**src/pfw_pkg.sv**
```systemverilog
// ----------------------------------------------------------------------------
// pfw_pkg
// shared types and constants of the progress fill width unit
// ----------------------------------------------------------------------------
package pfw_pkg;

  localparam int unsigned VAL_W   = 64;
  localparam int unsigned WIDTH_W = 31;
  localparam int unsigned STEPS   = WIDTH_W;

  // one pipeline stage of the running multiply-divide
  typedef struct packed {
    logic [VAL_W-1:0]   val;
    logic [VAL_W-1:0]   maxv;
    logic [WIDTH_W-1:0] width;
    logic [VAL_W-1:0]   rem;
    logic [WIDTH_W-1:0] quo;
    logic               invalid;
    logic               full;
  } stage_t;

endpackage

```
**src/pfw_step.sv**
```systemverilog
// ----------------------------------------------------------------------------
// pfw_step
// one multiplier bit of the shift-and-add multiply-divide
// ----------------------------------------------------------------------------
module pfw_step
  import pfw_pkg::*;
(
  input  stage_t cur,
  input  logic   mbit,
  output stage_t nxt
);

  logic [VAL_W+1:0] t;
  logic [VAL_W+1:0] m1;
  logic [VAL_W+1:0] m2;
  logic [1:0]       k;
  logic [VAL_W+1:0] t_red;

  always_comb begin
    // remainder doubled plus the value when the multiplier bit is set, always below 3*max
    t  = {1'b0, cur.rem, 1'b0} + (mbit ? {2'b00, cur.val} : '0);
    m1 = {2'b00, cur.maxv};
    m2 = {1'b0, cur.maxv, 1'b0};
    if (t >= m2) begin
      k     = 2'd2;
      t_red = t - m2;
    end else if (t >= m1) begin
      k     = 2'd1;
      t_red = t - m1;
    end else begin
      k     = 2'd0;
      t_red = t;
    end
    nxt     = cur;
    nxt.rem = t_red[VAL_W-1:0];
    nxt.quo = {cur.quo[WIDTH_W-2:0], 1'b0} + {{(WIDTH_W-2){1'b0}}, k};
  end

endmodule

```
**config.mk**
```make
export PLATFORM = sky130hd
export DESIGN_NAME = pfw_step
export DESIGN_NICKNAME = d
export VERILOG_FILES = /design/src/pfw_pkg.sv /design/src/pfw_step.sv
export SDC_FILE = /design/constraint.sdc
export NUM_CORES = 1
export LEC_CHECK = 0
export ABC_AREA = 1
export BUFFER_PORTS_ARGS = -buffer_cell sky130_fd_sc_hd__buf_2
export CORE_ASPECT_RATIO = 1.5
export CORE_MARGIN = 2
export CORE_UTILIZATION = 50
export DETAILED_ROUTE_END_ITERATION = 7
export GPL_TIMING_DRIVEN = 0
export PLACE_DENSITY = 0.76
export SYNTH_ARGS = -nofsm -noshare
export SYNTH_HDL_FRONTEND = slang
export SYNTH_SLANG_ARGS = --single-unit
```
**constraint.sdc**
```tcl
create_clock -name vclk -period 8.5
set_input_delay 0.85 -clock vclk [all_inputs]
set_output_delay 0.85 -clock vclk [all_outputs]
set_load 0.03 [all_outputs]
```
==> results.md, run 1 <==
- Global-route usage over all layers: 51.8%
- Synth cell types: 41
- GPL Wtd Cong: 1.14
- Exit stage: global routing (5_1_grt)
- Syn Inst Count: 4212
- Core Rows: 90
- Yosys warning count: 0
- Buffers on Ports: 478
- Effective utilization at floorplan: 50.7%
- Outcome: did not finish
- First Err: [ERROR GRT-0116] Global routing finished with congestion. Check the congestion regions in the DRC Viewer.
- Pre-CTS WS: -2070 ps
- Seq/Total Area, Yosys: 0%
- I/O pin cnt: 513
- Placed cell count: 5196
- Largest net degree at the start of global routing: 19
- Die Span Y: 252 microns
- Vias in the first global route: 28151
- Post-Syn Area per Cell: 4.85 sq um
- Post-synthesis cell area: 20400 sq um
- DP HPWL: 94000 microns
- Die boundary width: 169 microns
- Synth Net Count: 4665
- GR Overflow Total: 4
- First-pass GRT wire length: 164000 microns
cells in the mapped netlist (14+ instances only):
| master | number | area share, % |
|---|---|---|
| a21oi_1 | 204 | 5.0 |
| inv_2 | 23 | 0.42 |
| ha_1 | 193 | 12 |
| nand3b_1 | 23 | 0.84 |
| buf_4 | 164 | 6.0 |
| nand3_1 | 260 | 6.4 |
| nor3_1 | 38 | 0.93 |
| nand2_1 | 1570 | 29 |
| xor2_1 | 86 | 3.7 |
| o21ai_0 | 82 | 2.0 |
| nand4_1 | 108 | 3.3 |
| nor2_1 | 377 | 6.9 |
| o21bai_1 | 33 | 1.2 |
| nor4_1 | 14 | 0.43 |
| clkbuf_1 | 15 | 0.28 |
| inv_1 | 866 | 16 |
| xnor2_1 | 58 | 2.5 |
metrics by stage:
| stage | area, sq um | hold slack, ps |
|---|---|---|
| 2_1_floorplan | 20400 | 1830 |
| 3_3_place_gp | 23500 | 1950 |
| 3_5_place_dp | 23500 | 1950 |
| 4_1_cts | 23800 | 1950 |
logic make-up after synthesis:
family	synth area share (%)
AOI/OAI and AO/OA	9.13
xor gates and xnor gates	6.17
buffers and inverters	23.7
adders and majority gates	12.1
and+or+nand+nor	48.8
routing by layer:
layer	GRT overflow	GRT usage (%)
met5	0	0
met2	2	83.7
met3	0	17.4
met4	2	58.2
met1	0	48.4
repair_timing:
item                                    CTS
endpoints found under the setup margin   36
buffers inserted                          5
resized for setup                        59
pin swaps                                 6
hold buffers                              0
==> run 2: changes to the inputs <==
--- a/config.mk
+++ b/config.mk
@@ -7,12 +7,11 @@
 export LEC_CHECK = 0
 export ABC_AREA = 1
 export BUFFER_PORTS_ARGS = -buffer_cell sky130_fd_sc_hd__buf_2
-export CORE_ASPECT_RATIO = 1.5
 export CORE_MARGIN = 2
-export CORE_UTILIZATION = 50
+export CORE_UTILIZATION = 35
 export DETAILED_ROUTE_END_ITERATION = 7
 export GPL_TIMING_DRIVEN = 0
-export PLACE_DENSITY = 0.76
+export PLACE_DENSITY_LB_ADDON = 0.15
 export SYNTH_ARGS = -nofsm -noshare
 export SYNTH_HDL_FRONTEND = slang
 export SYNTH_SLANG_ARGS = --single-unit
==> results.md, run 2 <==
- Outcome: completed
- Post-Layout Cell Count: 5460
- Final period util: 95.7%
- Yosys warning count: 0
- VDD IR max: 117 uV
- Post-Route WL: 106000 microns
- Seq/Total Area, Yosys: 0%
- Critical path peak fanout: 10
- P_leak: 15.2 nW
- Post-DRT Antenna Nets: 0
- Core Rows: 88
- Reg area: 0 sq um
- Worst-Margin Slew: 1000 ps
- Vias in the first global route: 25263
- Global-route usage over all layers: 34.0%
- Worst setup SP type: input port
- Syn Inst Count: 4212
- Hold_ws: 1950 ps
- Post-synthesis cell area: 20400 sq um
- First-pass GRT wire length: 153000 microns
- Top cells by area, synth: nand2_1 29%, inv_1 16%, ha_1 12%
- Commonest cells after routing, fill and taps aside: 1549 x nand2_1, 863 x inv_1, 489 x buf_2
- Top cell by count, worst path: nand2_1
- Critical path's slowest cell: xor2_1
- GPL Wtd Cong: 1.06
- Nets@finish: 5149
- Hold path startpoint: cur[106]
- Commonest non-fill, non-tap cell in the layout: nand2_1
- Max-cap violations: 0
- CP endpoint kind: primary output
- Largest stage delay, worst path: 470 ps
- Die Span Y: 246 microns
- Post-synth top cells: 1570 x nand2_1, 866 x inv_1, 377 x nor2_1, 260 x nand3_1, 204 x a21oi_1
- Peak Freq: 123 MHz
- Core area: 57700 sq um
- Util after Layout: 42.8%
- Layout Cell Area excl Fill: 24700 sq um
- Synth cell types: 41
- CP Class: in2out
- Iter 0 DRT Violations: 2085
- Share of post-route cells with drive strength above 1: 18.6%
- Clock period minus worst slack: 8130 ps
- Initial antenna violation count: 1
- Placed cell count: 5455
- Area growth syn-to-layout: 20.7%
- I/O pin cnt: 513
- Vias: 27070
- Pwr per Cell Area: 154 nW/um^2
- Die ar.: 60400 sq um
- Vias per cell: 4.96
- Synth area leader: nand2_1
- Die boundary width: 246 microns
- Routed length per instance: 19.5 microns
- Post-CTS Hold Buffers: 0
- Setup violators final: 0
- First-pass DRT Iterations: 6
- GR Overflow Total: 0
- Sequential cell count: 0
- Multi-input logic area: 16400 sq um
- Largest net degree at the start of global routing: 19
- Max-slew violations: 0
- Pwr Total: 0.00381 W
- Critical path required time: 7650 ps
- Effective utilization at floorplan: 35.4%
- CP Launch Point: mbit
- Yosys top cell area share: 28.8%
- Min-delay worst type: in2out
- Post-Syn Area per Cell: 4.85 sq um
- Dpl cell area: 23800 sq um
- Synth Net Count: 4665
- Final hold violations: 0
- Buffers on Ports: 478
- CP arrival: 7280 ps
- DP HPWL: 96200 microns
- DRC: 0
- Count leader, synth: nand2_1
- Rel. slew slack: 32.3%
- Filler cell count in the final layout: 6924
- Clock buf count: 0
-- run 2: worst paths after layout --
check / endpoint / cells after the start
max: nxt[27] / 38
min: nxt[106] / 2
-- run 2: layout make-up --
cell class         instances  share of cell area, %
diodes                     1                 0.0101
repair buffers           484                   9.89
inverters                895                   13.6
plain buffers            206                   6.09
multi-input cells       3109                   66.5
well taps                765                   3.88
-- run 2: cell families (layout without fill, tap and decap cells) --
kind of cell,Yosys count,after routing,share of synthesized area [%]
other,0,1,0
adders and majority gates,196,196,12.1
and+or+nand+nor,2424,2424,48.8
AOI/OAI and AO/OA,345,345,9.13
xor gates and xnor gates,144,144,6.17
buffers and inverters,1103,1585,23.7
-- run 2: repair_timing --
action | 4_1_cts | 5_1_grt
endpoints found under the setup margin | 26 | 17
buffers inserted | 1 | 5
endpoints found under the hold margin | 0 | 0
cloned | 0 | 0
pin swaps | 1 | 7
gates resized for setup | 32 | 157
-- run 2: critical path: cells and delay by family --
family	cells	cell delay, ps
xor gates and xnor gates	2	660
adders and majority gates	4	1170
buffers and inverters	7	930
and+or+nand+nor	25	3680
-- run 2: per-layer routing --
metal	vias up	track usage (%)	part of all wire (%)
met5	-	0	0
met3	189	2.19	5.9
li1	13726	-	-
met2	999	58.4	46
met1	12156	42.7	42
met4	0	16.9	6.1
-- run 2: where the power goes --
group | switching (W) | leakage, nW | total, W | internal (W)
Combinational | 0.00269 | 15.2 | 0.00381 | 0.00112
Clock | 0 | 0.00000634 | 0.0000000000157 | 0.0000000000157
Sequential | 0 | 0 | 0 | 0
Total | 0.00269 | 15.2 | 0.00381 | 0.00112
-- run 2: metrics by stage --
stage,worst slack (ps),TNS [ps]
after floorplan,1220,0
final,366,0
after CTS,-60.4,-60.4
after global placement,-1520,-23540
after detailed placement,-1460,-22600
after global routing,-9.38,-16.0
Note: power is estimated with default switching activity, not from simulation.
==> run 3: changes to the inputs <==
==> constraint.sdc (replaced) <==
create_clock -name vclk -period 8.5
set_input_delay 0.85 -clock vclk [all_inputs]
set_output_delay 0.85 -clock vclk [all_outputs]
set_load 0.005 [all_outputs]
==> results.md, run 3 (synthesis gave the netlist of run 2 again) <==
- Global-route usage over all layers: 34.0%
- Core area: 57700 sq um
- Vias: 27096
- RSZ-0062 raised after global routing: no
- P_leak: 15.2 nW
- Sequential cell count: 0
- Share of post-route cells with drive strength above 1: 18.5%
- Commonest cells after routing, fill and taps aside: 1551 x nand2_1, 863 x inv_1, 490 x buf_2
- Routed length per instance: 19.5 microns
- Core Rows: 88
- Filler cell count in the final layout: 6930
- GPL Wtd Cong: 1.06
- Pwr Total: 0.00339 W
- Post-DRT Antenna Nets: 0
- Top cell by count, worst path: nand2_1
- Die ar.: 60400 sq um
- DP HPWL: 96200 microns
- Die Span Y: 246 microns
- CP Class: in2out
- Initial antenna violation count: 1
- Reg area: 0 sq um
- Clock period minus worst slack: 8040 ps
- Pre-CTS WS: -1370 ps
- First-pass DRT Iterations: 5
- Rel. slew slack: 31.5%
- Top Layer Used: met4
- Area growth syn-to-layout: 20.6%
- WL met1: 44700 microns
- Max-slew violations: 0
- Outcome: completed
- Critical path required time: 7650 ps
- Post-Route WL: 106000 microns
- First-pass GRT wire length: 153000 microns
- Placed cell count: 5455
- Multi-input logic area: 16400 sq um
- Min-delay worst type: in2out
- Worst setup SP type: input port
- Vias in the first global route: 25256
- Hold_ws: 1870 ps
- Vias per cell: 4.96
- Final hold violations: 0
- Critical path's slowest cell: ha_1
- Pwr per Cell Area: 137 nW/um^2
- Largest net degree at the start of global routing: 19
- Die boundary width: 246 microns
- Critical path peak fanout: 10
- Effective utilization at floorplan: 35.4%
- Iter 0 DRT Violations: 2012
- Setup violators final: 0
- GR Overflow Total: 0
- I/O pin cnt: 513
- VDD IR max: 59.7 uV
- Util after Layout: 42.7%
- Clock buf count: 0
- Worst-Margin Slew: 1020 ps
- Nets@finish: 5149
- Post-Layout Cell Count: 5461
- DRC: 0
- Peak Freq: 124 MHz
- CP arrival: 7190 ps
- Final Worst Setup Slack: 461 ps
- CP endpoint kind: primary output
- Buffers on Ports: 478
- Commonest non-fill, non-tap cell in the layout: nand2_1
- Final period util: 94.6%
- Met3 Wirelength: 5850 microns
- Largest stage delay, worst path: 410 ps
- Max-cap violations: 0
- Metal2 WL: 49200 microns
==> run 3: stage by stage <==
stage	setup TNS, ps	instance area [sq um]
floorplan	0	20400
global placement	-21430	23800
detailed placement	-20480	23800
CTS	0	23900
global route	0	24600
finish	0	24600
==> run 3: metal layers <==
metal  global-route usage, %  vias to the layer above
met5                       0                        -
met4                    16.9                        0
met3                    2.18                      196
met2                    58.4                      982
met1                    42.7                    12190
li1                        -                    13728
==> run 3: final cells by class <==
cell class | count | share of cell area [%]
plain buffers | 206 | 6.10
inverters | 895 | 13.6
multi-input cells | 3109 | 66.5
repair buffers | 484 | 9.89
diodes | 2 | 0.0203
well taps | 765 | 3.88
==> run 3: worst paths after layout <==
| check | startpoint | to | slack [ps] | cells past startpoint |
|---|---|---|---|---|
| max | mbit | nxt[27] | 460 | 38 |
| min | cur[106] | nxt[106] | 1870 | 2 |
==> run 3: timing repair <==
action	4_1_cts	5_1_grt
pin swaps	1	7
gates resized for setup	31	151
setup endpoints to repair	26	17
hold buffers	0	0
buffers inserted	1	5
==> run 3: power breakdown <==
group	switching, W	internal, W	total, W
logic	0.00227	0.00111	0.00339
registers	0	0	0
clock network	0	0.00000000000958	0.00000000000959
total	0.00227	0.00111	0.00339
==> run 3: worst max-delay path, delay by kind of cell <==
| kind | cells | cell delay (ps) |
|---|---|---|
| buf+inv | 7 | 870 |
| xor+xnor | 1 | 180 |
| simple gates | 25 | 3910 |
| compound gates | 1 | 220 |
| fa+ha+maj | 4 | 1150 |
==> run 4: changes to the inputs <==
--- a/config.mk
+++ b/config.mk
@@ -5,7 +5,6 @@
 export SDC_FILE = /design/constraint.sdc
 export NUM_CORES = 1
 export LEC_CHECK = 0
-export ABC_AREA = 1
 export BUFFER_PORTS_ARGS = -buffer_cell sky130_fd_sc_hd__buf_2
 export CORE_MARGIN = 2
 export CORE_UTILIZATION = 35
==> results.md, run 4 <==
- Outcome: completed
- Commonest cells after routing, fill and taps aside: 490 x buf_2, 236 x a21oi_1, 195 x buf_4
- Largest net degree at the start of global routing: 11
- Hold_ws: 1870 ps
- Hold path startpoint: cur[114]
- Commonest non-fill, non-tap cell in the layout: buf_2
- Max-slew violations: 0
- Vias: 17941
- Nets@finish: 3173
- Global-route usage over all layers: 26.7%
- Max-cap violations: 0
- GPL Wtd Cong: 0.906
- Setup violators final: 0
- Die ar.: 44300 sq um
- Sequential cell count: 0
- Pre-CTS WS: -2510 ps
- CP arrival: 7400 ps
- CP endpoint kind: primary output
- Clock buf count: 0
- Core area: 42000 sq um
- Synth cell types: 78
- Synth Net Count: 2683
- Post-synth top cells: 248 x a21oi_1, 193 x ha_1, 175 x nand2_1, 167 x buf_4, 152 x nor2_1
- Post-synthesis cell area: 14900 sq um
- Peak Freq: 121 MHz
- Synth area leader: ha_1
- Critical path peak fanout: 10
- I/O pin cnt: 513
- Core Rows: 75
- Dpl cell area: 18000 sq um
- CP Launch Point: mbit
- Vias per cell: 5.51
- First-pass DRT Iterations: 5
- Die Span Y: 211 microns
- Clock period minus worst slack: 8250 ps
- DP HPWL: 55100 microns
- Min-delay worst type: in2out
- Final hold violations: 0
- Rel. slew slack: 44.8%
- Share of post-route cells with drive strength above 1: 30.5%
- First-pass GRT wire length: 93700 microns
- Post-Syn Area per Cell: 6.69 sq um
- Area growth syn-to-layout: 26.2%
- Seq/Total Area, Yosys: 0%
- Yosys warning count: 0
- Placed cell count: 3247
- Worst setup SP type: input port
- DRC: 0
- Worst-Margin Slew: 821 ps
- Critical path required time: 7650 ps
- Final Worst Setup Slack: 253 ps
- Reg area: 0 sq um
- Die boundary width: 211 microns
- Initial antenna violation count: 4
- Post-DRT Antenna Nets: 0
- Vias in the first global route: 17023
- Buffers on Ports: 478
- Post-Layout Cell Count: 3258
- Final period util: 97.0%
- Routed length per instance: 19.4 microns
- Count leader, synth: a21oi_1
- Iter 0 DRT Violations: 1245
- CP Class: in2out
- Top cells by area, synth: ha_1 16%, buf_4 8.4%, a21oi_1 8.3%
- Syn Inst Count: 2230
- Effective utilization at floorplan: 35.5%
- Post-Route WL: 63300 microns
- Yosys top cell area share: 16.2%
- GR Overflow Total: 0
- Layout Cell Area excl Fill: 18800 sq um
## run 4: changes by cell type after synthesis, moves of 52 or more
cell | before | now
nand3_1 | 260 | 56
nand4_1 | 108 | 51
nor2_1 | 377 | 152
and2_1 | 2 | 79
xnor2_1 | 58 | 132
nand2_1 | 1570 | 175
a21o_1 | 8 | 91
o21ai_0 | 82 | 134
inv_1 | 866 | 124
mux2i_1 | 0 | 75
## run 4: cells by family (layout without fill, tap and decap cells)
group / after synthesis / after routing / share of synthesized area [%]
adder cells (fa/ha/maj): 196 / 196 / 16.6
multiplexers: 76 / 76 / 5.13
AO/OA/AOI/OAI: 704 / 704 / 29.7
other: 0 / 1 / 0
XOR/XNOR: 206 / 206 / 12.1
buffers and inverters: 379 / 866 / 14.1
AND/OR/NAND/NOR: 669 / 670 / 22.3
## run 4: final cells by class
class	count	area, sq um
fill	4599	23200
buffer	235	1590
timing repair buffer	506	2600
antenna	1	2.50
inverter	125	469
multi-input combinational	1852	13500
tap	539	674
## run 4: layer usage
metal	vias to the layer above	GRT usage (%)	share of wire [%]
met3	76	2.62	6.9
met2	704	46.2	46
met4	4	5.56	2.3
met5	-	0	0.043
li1	8832	-	-
met1	8325	36.0	44
## run 4: final timing paths
check,endpoint,cells past startpoint
max,nxt[93],25
min,nxt[114],2
## run 4: through the flow
stage                     utilization (%)  setup TNS (ps)
after floorplan                         -               0
final                                44.8               0
after global routing                 44.8           -18.9
after CTS                            43.9               0
after global placement               42.8         -123490
after detailed placement             42.8         -126310
## run 4: timing repair
item                       CTS  global route
buffers inserted             9            19
resized for setup           89            64
hold buffers                 0             0
pin swaps                    8            26
gates cloned                 0             1
setup endpoints to repair   95            90
## run 4: worst max-delay path, stage by stage
cell and delay (ps):
clkbuf_4 180, clkbuf_2 190, and2_1 160, ha_1 330, a21o_1 190, or3_1 350
o21ai_2 210, nand2_1 160, and2_1 220, o21ai_0 140, nand2b_1 110, xnor2_2 290
ha_1 390, a21oi_1 250, o211ai_1 120, a221o_1 400, or2_1 350, a311oi_1 700
o31a_1 310, a21oi_1 100, nor3_1 680, o31ai_1 150, xnor2_1 160, mux2i_1 200
buf_2 160
